### src/sv/swmmm_pkg.sv
// ----------------------------------------------------------------------------
// swmmm_pkg
// Shared types and constants of the sliding-window min/max/mean statistics.
// ----------------------------------------------------------------------------
package swmmm_pkg;

	// field widths
	localparam int SPEED_W = 8;
	localparam int CNT_W   = 5;
	// largest length the 5-bit register can select
	localparam int LEN_LIMIT = 31;
	// sum of up to LEN_LIMIT samples of 255
	localparam int TOTAL_W = 13;
	// quotient of the mean and the steps to build it
	localparam int QUO_W  = 8;
	localparam int STEP_W = 3;

	// window_length after reset
	localparam logic [CNT_W-1:0] WL_RESET = CNT_W'(16);

	// job queue between front and back
	localparam int QDEPTH = 2;
	localparam int QPTR_W = 1;
	localparam int QCNT_W = 2;

	// one finished window snapshot, waiting for its mean
	typedef struct packed {
		logic [SPEED_W-1:0] lo;
		logic [SPEED_W-1:0] hi;
		logic [TOTAL_W-1:0] total;
		logic [CNT_W-1:0]   count;
	} job_t;

endpackage

### src/sv/swmmm_front.sv
// ----------------------------------------------------------------------------
// swmmm_front
// Accepts samples, updates the ring store, count and running total, then
// reduces the held samples to min and max, then pushes a job.
// ----------------------------------------------------------------------------
module swmmm_front #(
	parameter int MAX_WINDOW = 16
) (
	input  logic                                 clk,
	input  logic                                 arst_n,
	input  logic                                 cfg_we,
	input  logic [swmmm_pkg::CNT_W-1:0]          cfg_wdata,
	input  logic                                 in_valid,
	output logic                                 in_ready,
	input  logic [swmmm_pkg::SPEED_W-1:0]        wind_speed,
	output logic                                 push_valid,
	input  logic                                 push_ready,
	output swmmm_pkg::job_t                      push_job
);

	localparam int DEPTH = (MAX_WINDOW < swmmm_pkg::LEN_LIMIT) ? MAX_WINDOW
		: swmmm_pkg::LEN_LIMIT;
	localparam int IDX_W = (DEPTH > 1) ? $clog2(DEPTH) : 1;
	localparam int NGRP  = (DEPTH + 7) / 8;

	typedef enum logic [2:0] {
		F_IDLE   = 3'b001,
		F_REDUCE = 3'b010,
		F_PUSH   = 3'b100
	} fstate_t;

	fstate_t                               state_q;
	logic [swmmm_pkg::CNT_W-1:0]           wl_q;
	logic [swmmm_pkg::CNT_W-1:0]           fill_q;
	logic [swmmm_pkg::TOTAL_W-1:0]         total_q;
	logic [IDX_W-1:0]                      pos_q;
	logic [swmmm_pkg::SPEED_W-1:0]         store_q [DEPTH];

	logic [swmmm_pkg::SPEED_W-1:0]         glo_s1 [NGRP];
	logic [swmmm_pkg::SPEED_W-1:0]         ghi_s1 [NGRP];
	logic [swmmm_pkg::TOTAL_W-1:0]         total_s1;
	logic [swmmm_pkg::CNT_W-1:0]           fill_s1;

	logic                                  accept;
	logic [swmmm_pkg::CNT_W-1:0]           len;
	logic [IDX_W-1:0]                      pos_eff;
	logic [swmmm_pkg::CNT_W-1:0]           pos_inc;
	logic                                  full;
	logic [swmmm_pkg::TOTAL_W-1:0]         drop;
	logic [swmmm_pkg::SPEED_W-1:0]         glo_c [NGRP];
	logic [swmmm_pkg::SPEED_W-1:0]         ghi_c [NGRP];

	assign accept   = in_valid && in_ready;
	assign in_ready = (state_q == F_IDLE);

	// effective window length, saturated to 1..DEPTH
	always_comb begin
		if (wl_q == '0) begin
			len = swmmm_pkg::CNT_W'(1);
		end else if (wl_q > swmmm_pkg::CNT_W'(DEPTH)) begin
			len = swmmm_pkg::CNT_W'(DEPTH);
		end else begin
			len = wl_q;
		end
	end

	// ring position and the sample that falls out when full
	always_comb begin
		pos_eff = (swmmm_pkg::CNT_W'(pos_q) >= len) ? '0 : pos_q;
		pos_inc = swmmm_pkg::CNT_W'(pos_eff) + 1'b1;
		full    = (fill_q >= len);
		drop    = full ? swmmm_pkg::TOTAL_W'(store_q[pos_eff]) : '0;
	end

	// control state, history bookkeeping
	always_ff @(posedge clk or negedge arst_n) begin
		if (!arst_n) begin
			state_q <= F_IDLE;
			wl_q    <= swmmm_pkg::WL_RESET;
			fill_q  <= '0;
			total_q <= '0;
			pos_q   <= '0;
		end else begin
			if (cfg_we) begin
				wl_q    <= cfg_wdata;
				fill_q  <= '0;
				total_q <= '0;
				pos_q   <= '0;
			end else if (accept) begin
				total_q <= total_q - drop + swmmm_pkg::TOTAL_W'(wind_speed);
				if (!full) begin
					fill_q <= fill_q + 1'b1;
				end
				pos_q <= (pos_inc >= len) ? '0 : IDX_W'(pos_inc);
			end
			unique case (state_q)
				F_IDLE: begin
					if (accept) begin
						state_q <= F_REDUCE;
					end
				end
				F_REDUCE: begin
					state_q <= F_PUSH;
				end
				F_PUSH: begin
					if (push_ready) begin
						state_q <= F_IDLE;
					end
				end
				default: begin
					state_q <= F_IDLE;
				end
			endcase
		end
	end

	// sample store
	always_ff @(posedge clk) begin
		if (accept) begin
			store_q[pos_eff] <= wind_speed;
		end
	end

	// first reduction level: min and max within groups of eight
	always_comb begin
		int idx;
		for (int g = 0; g < NGRP; g++) begin
			glo_c[g] = '1;
			ghi_c[g] = '0;
			for (int j = 0; j < 8; j++) begin
				idx = g * 8 + j;
				if (idx < DEPTH && idx < int'(fill_q)) begin
					if (store_q[idx[IDX_W-1:0]] < glo_c[g]) begin
						glo_c[g] = store_q[idx[IDX_W-1:0]];
					end
					if (store_q[idx[IDX_W-1:0]] > ghi_c[g]) begin
						ghi_c[g] = store_q[idx[IDX_W-1:0]];
					end
				end
			end
		end
	end

	always_ff @(posedge clk) begin
		if (state_q == F_REDUCE) begin
			glo_s1   <= glo_c;
			ghi_s1   <= ghi_c;
			total_s1 <= total_q;
			fill_s1  <= fill_q;
		end
	end

	// second level: combine the group results into the job
	always_comb begin
		push_job.lo    = '1;
		push_job.hi    = '0;
		push_job.total = total_s1;
		push_job.count = fill_s1;
		for (int g = 0; g < NGRP; g++) begin
			if (glo_s1[g] < push_job.lo) begin
				push_job.lo = glo_s1[g];
			end
			if (ghi_s1[g] > push_job.hi) begin
				push_job.hi = ghi_s1[g];
			end
		end
	end

	assign push_valid = (state_q == F_PUSH);

endmodule

### src/sv/swmmm_queue.sv
// ----------------------------------------------------------------------------
// swmmm_queue
// Two-entry job queue between the front and the back.
// ----------------------------------------------------------------------------
module swmmm_queue (
	input  logic            clk,
	input  logic            arst_n,
	input  logic            push_valid,
	output logic            push_ready,
	input  swmmm_pkg::job_t push_job,
	output logic            pop_valid,
	input  logic            pop_ready,
	output swmmm_pkg::job_t pop_job
);

	swmmm_pkg::job_t                ent_q [swmmm_pkg::QDEPTH];
	logic [swmmm_pkg::QPTR_W-1:0]   wr_ptr_q;
	logic [swmmm_pkg::QPTR_W-1:0]   rd_ptr_q;
	logic [swmmm_pkg::QCNT_W-1:0]   cnt_q;
	logic                           do_push;
	logic                           do_pop;

	assign push_ready = (cnt_q != swmmm_pkg::QCNT_W'(swmmm_pkg::QDEPTH));
	assign pop_valid  = (cnt_q != '0);
	assign do_push    = push_valid && push_ready;
	assign do_pop     = pop_valid && pop_ready;
	assign pop_job    = ent_q[rd_ptr_q];

	// pointers and occupancy
	always_ff @(posedge clk or negedge arst_n) begin
		if (!arst_n) begin
			wr_ptr_q <= '0;
			rd_ptr_q <= '0;
			cnt_q    <= '0;
		end else begin
			if (do_push) begin
				wr_ptr_q <= wr_ptr_q + 1'b1;
			end
			if (do_pop) begin
				rd_ptr_q <= rd_ptr_q + 1'b1;
			end
			if (do_push && !do_pop) begin
				cnt_q <= cnt_q + 1'b1;
			end else if (do_pop && !do_push) begin
				cnt_q <= cnt_q - 1'b1;
			end
		end
	end

	// entries
	always_ff @(posedge clk) begin
		if (do_push) begin
			ent_q[wr_ptr_q] <= push_job;
		end
	end

endmodule

### src/sv/swmmm_back.sv
// ----------------------------------------------------------------------------
// swmmm_back
// Takes jobs from the queue, divides the total by the count one quotient
// bit per cycle and holds the result until it is taken.
// ----------------------------------------------------------------------------
module swmmm_back (
	input  logic                              clk,
	input  logic                              arst_n,
	input  logic                              pop_valid,
	output logic                              pop_ready,
	input  swmmm_pkg::job_t                   pop_job,
	output logic                              out_valid,
	input  logic                              out_ready,
	output logic [swmmm_pkg::SPEED_W-1:0]     lowest_speed,
	output logic [swmmm_pkg::SPEED_W-1:0]     highest_speed,
	output logic [swmmm_pkg::SPEED_W-1:0]     mean_speed,
	output logic [swmmm_pkg::CNT_W-1:0]       samples_held
);

	typedef enum logic [2:0] {
		B_IDLE = 3'b001,
		B_DIV  = 3'b010,
		B_OUT  = 3'b100
	} bstate_t;

	bstate_t                          state_q;
	logic [swmmm_pkg::STEP_W-1:0]     step_q;
	logic [swmmm_pkg::TOTAL_W-1:0]    rem_q;
	logic [swmmm_pkg::TOTAL_W-1:0]    div_q;
	logic [swmmm_pkg::QUO_W-1:0]      quo_q;
	logic [swmmm_pkg::SPEED_W-1:0]    lo_q;
	logic [swmmm_pkg::SPEED_W-1:0]    hi_q;
	logic [swmmm_pkg::CNT_W-1:0]      cnt_q;
	logic                             take;
	logic                             fits;

	assign pop_ready = (state_q == B_IDLE);
	assign take      = pop_valid && pop_ready;
	assign fits      = (rem_q >= div_q);

	// sequencer
	always_ff @(posedge clk or negedge arst_n) begin
		if (!arst_n) begin
			state_q <= B_IDLE;
			step_q  <= '0;
		end else begin
			unique case (state_q)
				B_IDLE: begin
					if (take) begin
						state_q <= B_DIV;
						step_q  <= '0;
					end
				end
				B_DIV: begin
					step_q <= step_q + 1'b1;
					if (step_q == '1) begin
						state_q <= B_OUT;
					end
				end
				B_OUT: begin
					if (out_ready) begin
						state_q <= B_IDLE;
					end
				end
				default: begin
					state_q <= B_IDLE;
				end
			endcase
		end
	end

	// restoring divide, quotient MSB first; divisor starts shifted by 7
	always_ff @(posedge clk) begin
		if (take) begin
			rem_q <= pop_job.total;
			div_q <= swmmm_pkg::TOTAL_W'({pop_job.count, {(swmmm_pkg::QUO_W-1){1'b0}}});
			quo_q <= '0;
			lo_q  <= pop_job.lo;
			hi_q  <= pop_job.hi;
			cnt_q <= pop_job.count;
		end else if (state_q == B_DIV) begin
			if (fits) begin
				rem_q <= rem_q - div_q;
			end
			quo_q <= {quo_q[swmmm_pkg::QUO_W-2:0], fits};
			div_q <= div_q >> 1;
		end
	end

	assign out_valid     = (state_q == B_OUT);
	assign lowest_speed  = lo_q;
	assign highest_speed = hi_q;
	assign mean_speed    = quo_q;
	assign samples_held  = cnt_q;

endmodule

### src/sv/sliding_window_min_max_mean_core.sv
// ----------------------------------------------------------------------------
// sliding_window_min_max_mean_core
// Wind speed history with min, max, truncated mean and count per sample.
// ----------------------------------------------------------------------------
// Each accepted wind_speed request enters a ring history of the last
// window_length samples (0 acts as 1, lengths above MAX_WINDOW act as
// MAX_WINDOW) and yields one result: lowest, highest and truncated mean of
// the held samples, plus how many are held. Writing window_length clears
// the history and must only happen while the block is idle. The front
// takes a new sample only once it has stored the last one, run a two-level
// min/max reduction on it and handed a snapshot to a two-entry queue; the
// back divides the running total by the count one quotient bit per cycle
// in an 8-step divider and takes the next job once its result is taken.
// ----------------------------------------------------------------------------
module sliding_window_min_max_mean_core #(
	parameter int MAX_WINDOW = 16
) (
	input  logic                              clk,
	input  logic                              arst_n,
	input  logic                              cfg_we,
	input  logic [swmmm_pkg::CNT_W-1:0]       cfg_wdata,
	input  logic                              in_valid,
	output logic                              in_ready,
	input  logic [swmmm_pkg::SPEED_W-1:0]     wind_speed,
	output logic                              out_valid,
	input  logic                              out_ready,
	output logic [swmmm_pkg::SPEED_W-1:0]     lowest_speed,
	output logic [swmmm_pkg::SPEED_W-1:0]     highest_speed,
	output logic [swmmm_pkg::SPEED_W-1:0]     mean_speed,
	output logic [swmmm_pkg::CNT_W-1:0]       samples_held
);

	logic            push_valid;
	logic            push_ready;
	swmmm_pkg::job_t push_job;
	logic            pop_valid;
	logic            pop_ready;
	swmmm_pkg::job_t pop_job;

	// history and min/max
	swmmm_front #(
		.MAX_WINDOW(MAX_WINDOW)
	) u_front (
		.clk        (clk),
		.arst_n     (arst_n),
		.cfg_we     (cfg_we),
		.cfg_wdata  (cfg_wdata),
		.in_valid   (in_valid),
		.in_ready   (in_ready),
		.wind_speed (wind_speed),
		.push_valid (push_valid),
		.push_ready (push_ready),
		.push_job   (push_job)
	);

	// job queue
	swmmm_queue u_queue (
		.clk        (clk),
		.arst_n     (arst_n),
		.push_valid (push_valid),
		.push_ready (push_ready),
		.push_job   (push_job),
		.pop_valid  (pop_valid),
		.pop_ready  (pop_ready),
		.pop_job    (pop_job)
	);

	// mean and result register
	swmmm_back u_back (
		.clk           (clk),
		.arst_n        (arst_n),
		.pop_valid     (pop_valid),
		.pop_ready     (pop_ready),
		.pop_job       (pop_job),
		.out_valid     (out_valid),
		.out_ready     (out_ready),
		.lowest_speed  (lowest_speed),
		.highest_speed (highest_speed),
		.mean_speed    (mean_speed),
		.samples_held  (samples_held)
	);

endmodule

### config.mk
export PLATFORM = sky130hd
export DESIGN_NAME = sliding_window_min_max_mean_core
export DESIGN_NICKNAME = d
export VERILOG_FILES = /design/src/sv/swmmm_pkg.sv /design/src/sv/swmmm_front.sv /design/src/sv/swmmm_queue.sv /design/src/sv/swmmm_back.sv /design/src/sv/sliding_window_min_max_mean_core.sv
export SDC_FILE = /design/constraint.sdc
export NUM_CORES = 1
export LEC_CHECK = 0
export ABC_AREA = 0
export ABC_CLOCK_PERIOD_IN_PS = 13600
export BUFFER_PORTS_ARGS = -buffer_cell sky130_fd_sc_hd__buf_2
export CORE_MARGIN = 8
export CORE_UTILIZATION = 50
export CTS_BUF_LIST = sky130_fd_sc_hd__clkbuf_4
export DETAILED_ROUTE_END_ITERATION = 6
export PLACE_DENSITY = 0.71
export SLEW_MARGIN = 40
export SYNTH_ARGS = -nofsm -noshare
export SYNTH_HDL_FRONTEND = slang
export SYNTH_SLANG_ARGS = --single-unit
### constraint.sdc
create_clock -name clk -period 13.6 [get_ports clk]
set_input_delay 0.68 -clock clk [delete_from_list [all_inputs] [get_ports clk]]
set_output_delay 0.68 -clock clk [all_outputs]
set_load 0.03 [all_outputs]
# Yosys cells after proc, flatten, opt, wreduce, memory -nomap -nowiden

Memory sizes are Yosys's and may differ from the RTL's.
Index checks and enable logic that the tools add are counted.

$lt $le $gt $ge: 57
Equal/unequal tests: 14
Mux-type cells: 100
Reductions and logical operators: 19
$add $sub $neg: 10

Operators with widths:

| cell               | number |
|---|---|
| $mux 8             | 69 |
| $gt 8x8->1         | 15 |
| $lt 8x8->1         | 15 |
| $mux 13            | 5 |
| $lt 4x5->1 const A | 8 |
| $mux 5             | 5 |
| $gt 8x1->1 const B | 3 |
| $lt 8x8->1 const B | 3 |
| $mux 12            | 2 |
| $lt 3x5->1 const A | 4 |
| $mux 3             | 6 |
| $pmux 3 s3         | 2 |
| $mux 4             | 4 |
| $add 13x8->13      | 1 |
| $ge 13x12->1       | 1 |
| $sub 13x12->13     | 1 |
| $sub 13x13->13     | 1 |
| $reduce_bool 2->1  | 6 |
| $ge 5x5->1         | 2 |
| $lt 1x5->1 const A | 2 |
| $lt 2x5->1 const A | 2 |
| $ne 2x2->1 const B | 5 |
| $eq 3x3->1 const B | 3 |
| $reduce_and 2->1   | 4 |
| 18 further kinds   | 31 |

Memories: 2
Flip-flop bits (word level): 144
Output and inout port bits: 31
Memory bits (writable): 196
Logic and storage cells: 225

Memory list:

| memory          | words | bits a word | rd ports | clocked after memory_dff | write ports | RTL line          | RTL |
|---|---|---|---|---|---|---|---|
| u_front.store_q | 16    | 8           | 17       | 0                        | 1           | swmmm_front.sv:37 | `logic [swmmm_pkg::SPEED_W-1:0] store_q [DEPTH];` |
| u_queue.ent_q   | 2     | 34          | 1        | 0                        | 1           | swmmm_queue.sv:16 | `swmmm_pkg::job_t ent_q [swmmm_pkg::QDEPTH];` |

# Longest topological paths before layout

Gate-level depths: netlist (run 1).
An unclocked memory read counts as a cell.

Depth in word-level cells: 25
Depth in mapped cells: 79

# Cells and area by module

Synthesis (run 1) repeated with hierarchy kept, for this count alone.

Cells, all modules: 2347
Area total of the unflattened synthesis: 23832.9 um^2

By module, submodules not included:

| module      | cells an instance | times used | area each (um^2) | sequential area each (um^2) |
|---|---|---|---|---|
| swmmm_front | 1954              | 1          | 18132.4          | 6098.3 |
| swmmm_back  | 269               | 1          | 2901.5           | 1622.8 |
| swmmm_queue | 124               | 1          | 2798.9           | 2142.1 |

# Worst setup path before layout (run 1)

Ideal clock, no wire load.

Kind: register to register
Start: reg u_front.fill_q[1] (netlist bit)
End: reg u_front.ghi_s1[4] (netlist bit), data pin
Library setup time: 277 ps
Data arrival time: 13752 ps
Slack: -429 ps
Clock period less this slack: 14029 ps
Stages on the path, launching flop included: 72
Data required time: 13323 ps
Cell sequence: dfrtp_1 -> buf_2 -> o31a_1 -> or2_2 -> clkbuf_1 -> nand2_1 -> ha_1 -> a21o_1 -> a21oi_1 -> and4b_1 -> or2_1 -> buf_4 -> clkbuf_1 -> nand3_1 -> o21ai_0 -> inv_1 -> ha_1 -> a21oi_1 -> [... 36 more ...] -> nand4_1 -> nor2_1 -> o21ai_0 -> a31oi_1 -> o41ai_4 -> or2_1 -> buf_6 -> buf_6 -> mux2_4 -> ha_1 -> a21o_1 -> a21o_1 -> a21oi_1 -> o21ai_0 -> o211a_1 -> buf_1 -> o41ai_1 -> a31oi_1

RTL lines:

| what                   | RTL line           | RTL |
|---|---|---|
| from (decl)            | swmmm_front.sv:34  | `logic [swmmm_pkg::CNT_W-1:0] fill_q;` |
| from (signal assigned) | swmmm_front.sv:92  | `fill_q <= fill_q + 1'b1;` |
| to (signal assigned)   | swmmm_front.sv:147 | `ghi_s1 <= ghi_c;` |
| to (decl)              | swmmm_front.sv:40  | `logic [swmmm_pkg::SPEED_W-1:0] ghi_s1 [NGRP];` |

==> flow_summary.json, run 1 <==
{
  "fin_area_sq_um": 27680,
  "vias_per_cell": 6.067,
  "cts.sinks": 340,
  "cts_tree": "yes",
  "pin_count": 49,
  "layout_min_cycle_time_ns": 13.32,
  "ir_worst_vdd_v": 0.00009260,
  "core_area_sq_um": 47550,
  "post-route-util_pct": 58.22,
  "worst_pin_slew_ns": 0.8128,
  "antenna_found_initial": 3,
  "drc": 0,
  "final_layout_size_suffix_gt1_share_pct": 20.84,
  "cts.htree.levels": 3,
  "dr.pass1.iters": 6,
  "clockBufferDepth": 3,
  "dp_cells": 3060,
  "dpl.hpwl_microns": 50550,
  "clk_latency_ns": 0.83,
  "synthesis.area_sq_um": 23950,
  "gp_congestion": 0.9801,
  "yosys_warnings": 0,
  "power_density_nw_per_um2": 139.7,
  "wl_per_cell_microns": 20.95,
  "ys_types": 99,
  "path_max_fanout": 7,
  "rows": 80,
  "async_reset_ff_share_pct": 11.76,
  "die_area_sq_um": 55160,
  "io_buffers": 48,
  "end_kind": "flop",
  "finalHoldViolCount": 0,
  "die_height_microns": 234.9,
  "fin_nets": 2871,
  "nFillCells": 4013,
  "ys.flop_type": "edfxtp_1",
  "syn_area_per_cell_sq_um": 9.996,
  "status": "finished, final reports clean",
  "dpl_cell_area_sq_um": 25250,
  "setup_viol": 0,
  "syn2layout_area_growth_pct": 15.58,
  "syn_inst": 2396,
  "drv_cap": 0,
  "antenna_left": 0,
  "synth_nets": 2677,
  "path_clk_slew_ns": 0.06,
  "fmax_mhz": 75.06,
  "grtUsageTotal_pct": 23.74,
  "ys_seq_area_share_pct": 41.18,
  "final_common_cell": "edfxtp_1",
  "worstPathRequired_ns": 14.14,
  "slowest_stage": "or3_4",
  "max_stage_delay_ns": 0.41,
  "drv_slew": 0,
  "final_cells": 3285,
  "arrival_ns": 13.86,
  "cts_buffers": 90,
  "grt_overflow": 0,
  "fin_hold_ws_ns": 0.09284,
  "relSlewSlack_pct": 45.75,
  "ys_ff_latch": 340,
  "min_path_type": "primary input to flop",
  "initial_utilization_pct": 50.37,
  "drt_iter0_markers": 1872,
  "startpoint_type": "flop",
  "grt_start_max_net_pins": 56,
  "grt_pass1_wl_microns": 105700,
  "critPathMostFrequentCell": "a21o_1",
  "crit_type": "flop to flop",
  "synth_edf_count": 285,
  "leakagePower_nw": 11.63,
  "drt_wl_total_microns": 68820,
  "die_x_microns": 234.9,
  "first_global_vias": 19490,
  "mostFrequentLayoutCells": "285 x edfxtp_1, 250 x ha_1, 243 x inv_1",
  "num_vias": 19930,
  "min_period_over_period_pct": 97.96,
  "root_buffer": "clkbuf_4",
  "clock_skew_ns": 0.05660
}
[critical path: cells and delay by family (launching register included)]
family                   cells  cell delay [ns]
buffers and inverters        4             0.46
multiplexers                 5             1.60
adder cells (fa/ha/maj)      7             1.83
flip-flops                   1             0.38
AND/OR/NAND/NOR             19             3.16
AO/OA/AOI/OAI               29             5.61
[power by group]
part           internal [W]  switching [W]
Clock              0.000471       0.000445
Sequential          0.00133      0.0000767
Combinational      0.000605       0.000937
[registers in the layout (all words and copies together), names as in the netlist]
signal and flops:
u_back.samples_held 5, u_front.glo_s1 16, u_back.state_q 3, u_front.pos_q 4, u_front.total_q 13, u_back.mean_speed 8
u_back.rem_q 13, u_front.state_q 3, u_front.wl_q 5, u_front.fill_q 5, u_back.lowest_speed 8, u_queue.rd_ptr_q 1
u_back.highest_speed 8, u_front.total_s1 13, u_queue.ent_q 68, u_front.store_q 128, u_back.div_q 12, u_front.fill_s1 5
u_front.ghi_s1 16, u_queue.cnt_q 2, u_queue.wr_ptr_q 1, u_back.step_q 3
[stage by stage]
stage / power [W] / setup WS [ns] / setup TNS (ns)
global placement: 0.002832 / -0.1898 / -1.472
floorplan: 0.002494 / 0.01276 / 0
finish: 0.003867 / 0.2778 / 0
CTS: 0.003841 / 0.002447 / 0
global route: 0.004131 / -0.2365 / -2.307
detailed placement: 0.002892 / -0.6855 / -10.63
[layer usage]
layer  global-route usage, %  vias to the layer above  part of all wire [%]
met4                   11.20                        0                   4.2
met1                   30.54                     9503                    42
met3                   4.412                      186                   7.9
li1                        -                     9378                     -
met5                       0                        -                     0
met2                   38.45                      864                    46
[cell usage after synthesis, drive strengths merged, types with 6 or more instances]
| cell type | count | area, sq um |
|---|---|---|
| o21ai | 151 | 785.8 |
| a211oi | 34 | 265.3 |
| inv | 243 | 912.1 |
| nand4 | 28 | 175.2 |
| a2111oi | 11 | 122.6 |
| mux2i | 100 | 1013 |
| and3 | 9 | 56.30 |
| a211o | 9 | 78.83 |
| o41ai | 11 | 115.1 |
| mux2 | 82 | 930.9 |
| nand2 | 181 | 679.4 |
| or3 | 15 | 98.84 |
| o2111ai | 10 | 87.58 |
| a31oi | 29 | 187.7 |
| a221oi | 23 | 201.4 |
| a21o | 51 | 382.9 |
| and2 | 21 | 131.4 |
| o211ai | 30 | 225.2 |
| o21a | 29 | 217.7 |
| o22ai | 7 | 43.79 |
| ha | 254 | 3178 |
| dfrtp | 37 | 925.9 |
| fa | 9 | 180.2 |
| edfxtp | 285 | 8558 |
| clkbuf | 55 | 206.5 |
| buf | 18 | 103.8 |
| dfxtp | 15 | 300.3 |
| nand2b | 25 | 156.4 |
| nor3 | 39 | 195.2 |
| o21bai | 13 | 97.59 |
| or2 | 12 | 75.07 |
| nor2 | 171 | 658.1 |
| a21oi | 164 | 828.3 |
| nor2b | 30 | 187.7 |
| nor3b | 6 | 45.04 |
| xor2 | 10 | 87.58 |
| nand3 | 55 | 275.3 |
| a21boi | 6 | 45.04 |
| xnor2 | 23 | 201.4 |
| o31a | 7 | 61.31 |
[area by class of cell]
class                   count  area (sq um)  share of cell area [%]
flip-flops and latches    340          9864                   35.64
multi-input cells        1742         13710                   49.54
inverters                 245         919.6                   3.322
diodes                      2         5.005                 0.01808
clock inverters            53         327.8                   1.184
repair buffers            171          1202                   4.344
well taps                 615         769.5                   2.780
clock buffers             117         878.3                   3.173
[cell families (layout without fill, tap and decap cells)]
| logic type | after synthesis | after routing | synth area share (%) |
|---|---|---|---|
| XOR/XNOR | 33 | 33 | 1.207 |
| adder cells (fa/ha/maj) | 265 | 265 | 14.11 |
| other | 0 | 2 | 0 |
| AND/OR/NAND/NOR | 610 | 611 | 12.02 |
| flip-flops | 340 | 340 | 41.18 |
| buffers and inverters | 318 | 586 | 5.135 |
| multiplexers | 182 | 182 | 8.118 |
| AO/OA/AOI/OAI | 648 | 651 | 18.23 |
[final timing paths]
| kind | startpoint | to | slack [ns] | cells past startpoint |
|---|---|---|---|---|
| max in group asynchronous | arst_n | u_front.fill_q[4] | 12.71 | 2 |
| min reg2reg | u_front.total_s1[7] | u_queue.ent_q[1][12] | 0.41 | 0 |
| min in group asynchronous | arst_n | u_front.pos_q[0] | 0.41 | 2 |
| min | cfg_wdata[1] | u_front.wl_q[1] | 0.09 | 2 |
| max reg2reg | u_front.fill_q[0] | u_front.ghi_s1[2] | 0.28 | 64 |
| max | u_front.fill_q[0] | u_front.ghi_s1[2] | 0.28 | 64 |
[what timing repair did]
item / CTS / global route
endpoints found under the setup margin: 24 / 32
hold endpoints to repair: 41 / 0
pin swaps: 6 / 49
gates resized for setup: 33 / 154
cloned: 1 / 4
buffers inserted: 10 / 33
hold buffers: 5 / 0
(Power assumes the default switching activity.)
==> run 2: changes to the inputs <==
- REMOVE_ABC_BUFFERS: default -> 1
==> run 2 against run 1 <==
Against the previous run:
- worst hold slack improved by 0.026 ns
- largest power group unchanged
- wire length rose by 1.9%
- largest cell class unchanged
- register-to-register slack improved by 0.23 ns
- non-clock buffer count rose by 70
==> flow_summary.json, run 2 (synthesis gave the netlist of run 1 again) <==
{
  "dpl.hpwl_microns": 52120,
  "fin_hold_ws_ns": 0.1184,
  "status": "finished, final reports clean",
  "ir_worst_vdd_v": 0.00009110,
  "layout_min_cycle_time_ns": 13.09,
  "largest_register_ffs": 128,
  "pin_count": 49,
  "rows": 80,
  "initial_utilization_pct": 50.37,
  "max_stage_delay_ns": 0.45,
  "num_vias": 20180,
  "cts_tree": "yes",
  "path_clk_slew_ns": 0.07,
  "nFillCells": 4029,
  "drt_wl_total_microns": 70150,
  "clock_skew_ns": 0.05395,
  "drc": 0,
  "cts_buffers": 87,
  "antenna_left": 0,
  "grt_start_max_net_pins": 54,
  "first_global_vias": 19870,
  "clk_latency_ns": 0.82,
  "dpl_cell_area_sq_um": 25750,
  "antenna_found_initial": 2,
  "worstReg2RegStart": "u_front.fill_q[4]",
  "die_x_microns": 234.9,
  "post-route-util_pct": 59.14,
  "clockBufferDepth": 3,
  "grtUsageTotal_pct": 24.18,
  "dr.pass1.iters": 6,
  "top_regs": "u_front.store_q: 128 flops, u_queue.ent_q: 68 flops",
  "drt_iter0_markers": 1723,
  "arrival_ns": 13.68,
  "grt_overflow": 0,
  "min_period_over_period_pct": 96.23,
  "fin_area_sq_um": 28120,
  "cts.htree.levels": 3,
  "setup_viol": 0,
  "critPathMostFrequentCell": "ha_1",
  "min_path_type": "primary input to flop",
  "crit_type": "flop to flop",
  "final_common_cell": "edfxtp_1",
  "worst_pin_slew_ns": 0.9891,
  "fin_nets": 2937,
  "final_layout_size_suffix_gt1_share_pct": 23.28,
  "multi_input_area_sq_um": 13680,
  "seqCellArea_sq_um": 9866,
  "leakagePower_nw": 11.99,
  "root_buffer": "clkbuf_4",
  "wl_per_cell_microns": 20.98,
  "power_density_nw_per_um2": 138.0,
  "syn2layout_area_growth_pct": 17.41,
  "fmax_mhz": 76.41,
  "slowest_stage": "dfrtp_2",
  "grt_pass1_wl_microns": 107500,
  "core_area_sq_um": 47550,
  "drv_slew": 0,
  "relSlewSlack_pct": 33.45,
  "path_max_fanout": 8,
  "hp-start": "out_ready",
  "top_register": "u_front.store_q",
  "vias_per_cell": 6.034,
  "startpoint_type": "flop",
  "gp_congestion": 0.9806,
  "end_kind": "flop",
  "die_area_sq_um": 55160,
  "critPathLaunch": "u_front.fill_q[4]",
  "drv_cap": 0,
  "die_height_microns": 234.9,
  "finalHoldViolCount": 0,
  "io_buffers": 48,
  "grt_setup_unrepaired": "yes",
  "cts.sinks": 340,
  "worstPathRequired_ns": 14.20,
  "mostFrequentLayoutCells": "285 x edfxtp_1, 251 x ha_1, 242 x inv_1"
}
run 2: cell types whose count changed in the layout (fill, tap and decap cells not counted), sizes merged, moves of 2 or more:
cell,delta
dlygate4sd3,-4
buf,+75
bufinv,-2
clkinv,-22
clkbuf,+15
run 2: final cells by class:
class / instances / share of cell area, %
inverters: 245 / 3.270
diodes: 1 / 0.008899
clock inverters: 29 / 0.5651
multi-input cells: 1741 / 48.66
clock buffers: 132 / 3.524
well taps: 615 / 2.736
repair buffers: 241 / 6.149
flip-flops and latches: 340 / 35.08
run 2: worst paths after layout:
check	endpoint	slack, ns	depth (start not counted)
setup / recovery	u_front.ghi_s1[13]	0.51	71
hold / removal	u_back.state_q[0]	0.12	3
setup reg to reg	u_front.ghi_s1[13]	0.51	71
hold reg to reg	u_queue.ent_q[0][14]	0.41	0
max in group asynchronous	u_front.fill_q[1]	12.73	2
min in group asynchronous	u_back.step_q[0]	0.43	2
run 2: report_power, final:
part / switching (W) / total (W) / internal, W
clock: 0.000422 / 0.000888 / 0.000466
sequential: 0.0000765 / 0.00141 / 0.00133
combinational: 0.000941 / 0.00158 / 0.000643
total: 0.00144 / 0.00388 / 0.00244
run 2: routing by layer:
metal | track usage (%) | wire, microns | vias up
li1 | - | - | 9486
met1 | 30.73 | 30000 | 9729
met2 | 39.60 | 32720 | 776
met3 | 5.185 | 4593 | 186
met4 | 10.29 | 2818 | 2
met5 | 0 | 13 | -
run 2: per-stage QoR:
step	TNS (ns)	setup slack, ns	power (W)	instances
after CTS	0	0.007812	0.003851	3300
final	0	0.5122	0.003880	3344
after global routing	-2.125	-0.2058	0.004150	3344
after global placement	-2.001	-0.3262	0.002876	3130
after floorplan	-1.092	-0.1207	0.002476	2323
after detailed placement	-7.532	-0.6742	0.002937	3130
run 2: critical path: cells and delay by family, from the launching register on:
family	cells	cell delay, ns
flip-flops	1	0.45
AND/OR/NAND/NOR	15	2.10
buffers and inverters	13	1.63
adder cells (fa/ha/maj)	9	2.49
multiplexers	5	1.12
AO/OA/AOI/OAI	29	5.03
run 2: what timing repair did:
item | in CTS | in global routing
hold buffers | 1 | 0
endpoints found under the setup margin | 21 | 32
gates cloned | 1 | 2
endpoints found under the hold margin | 37 | 0
resized for setup | 30 | 173
setup buffers | 7 | 42
pin swaps | 7 | 50
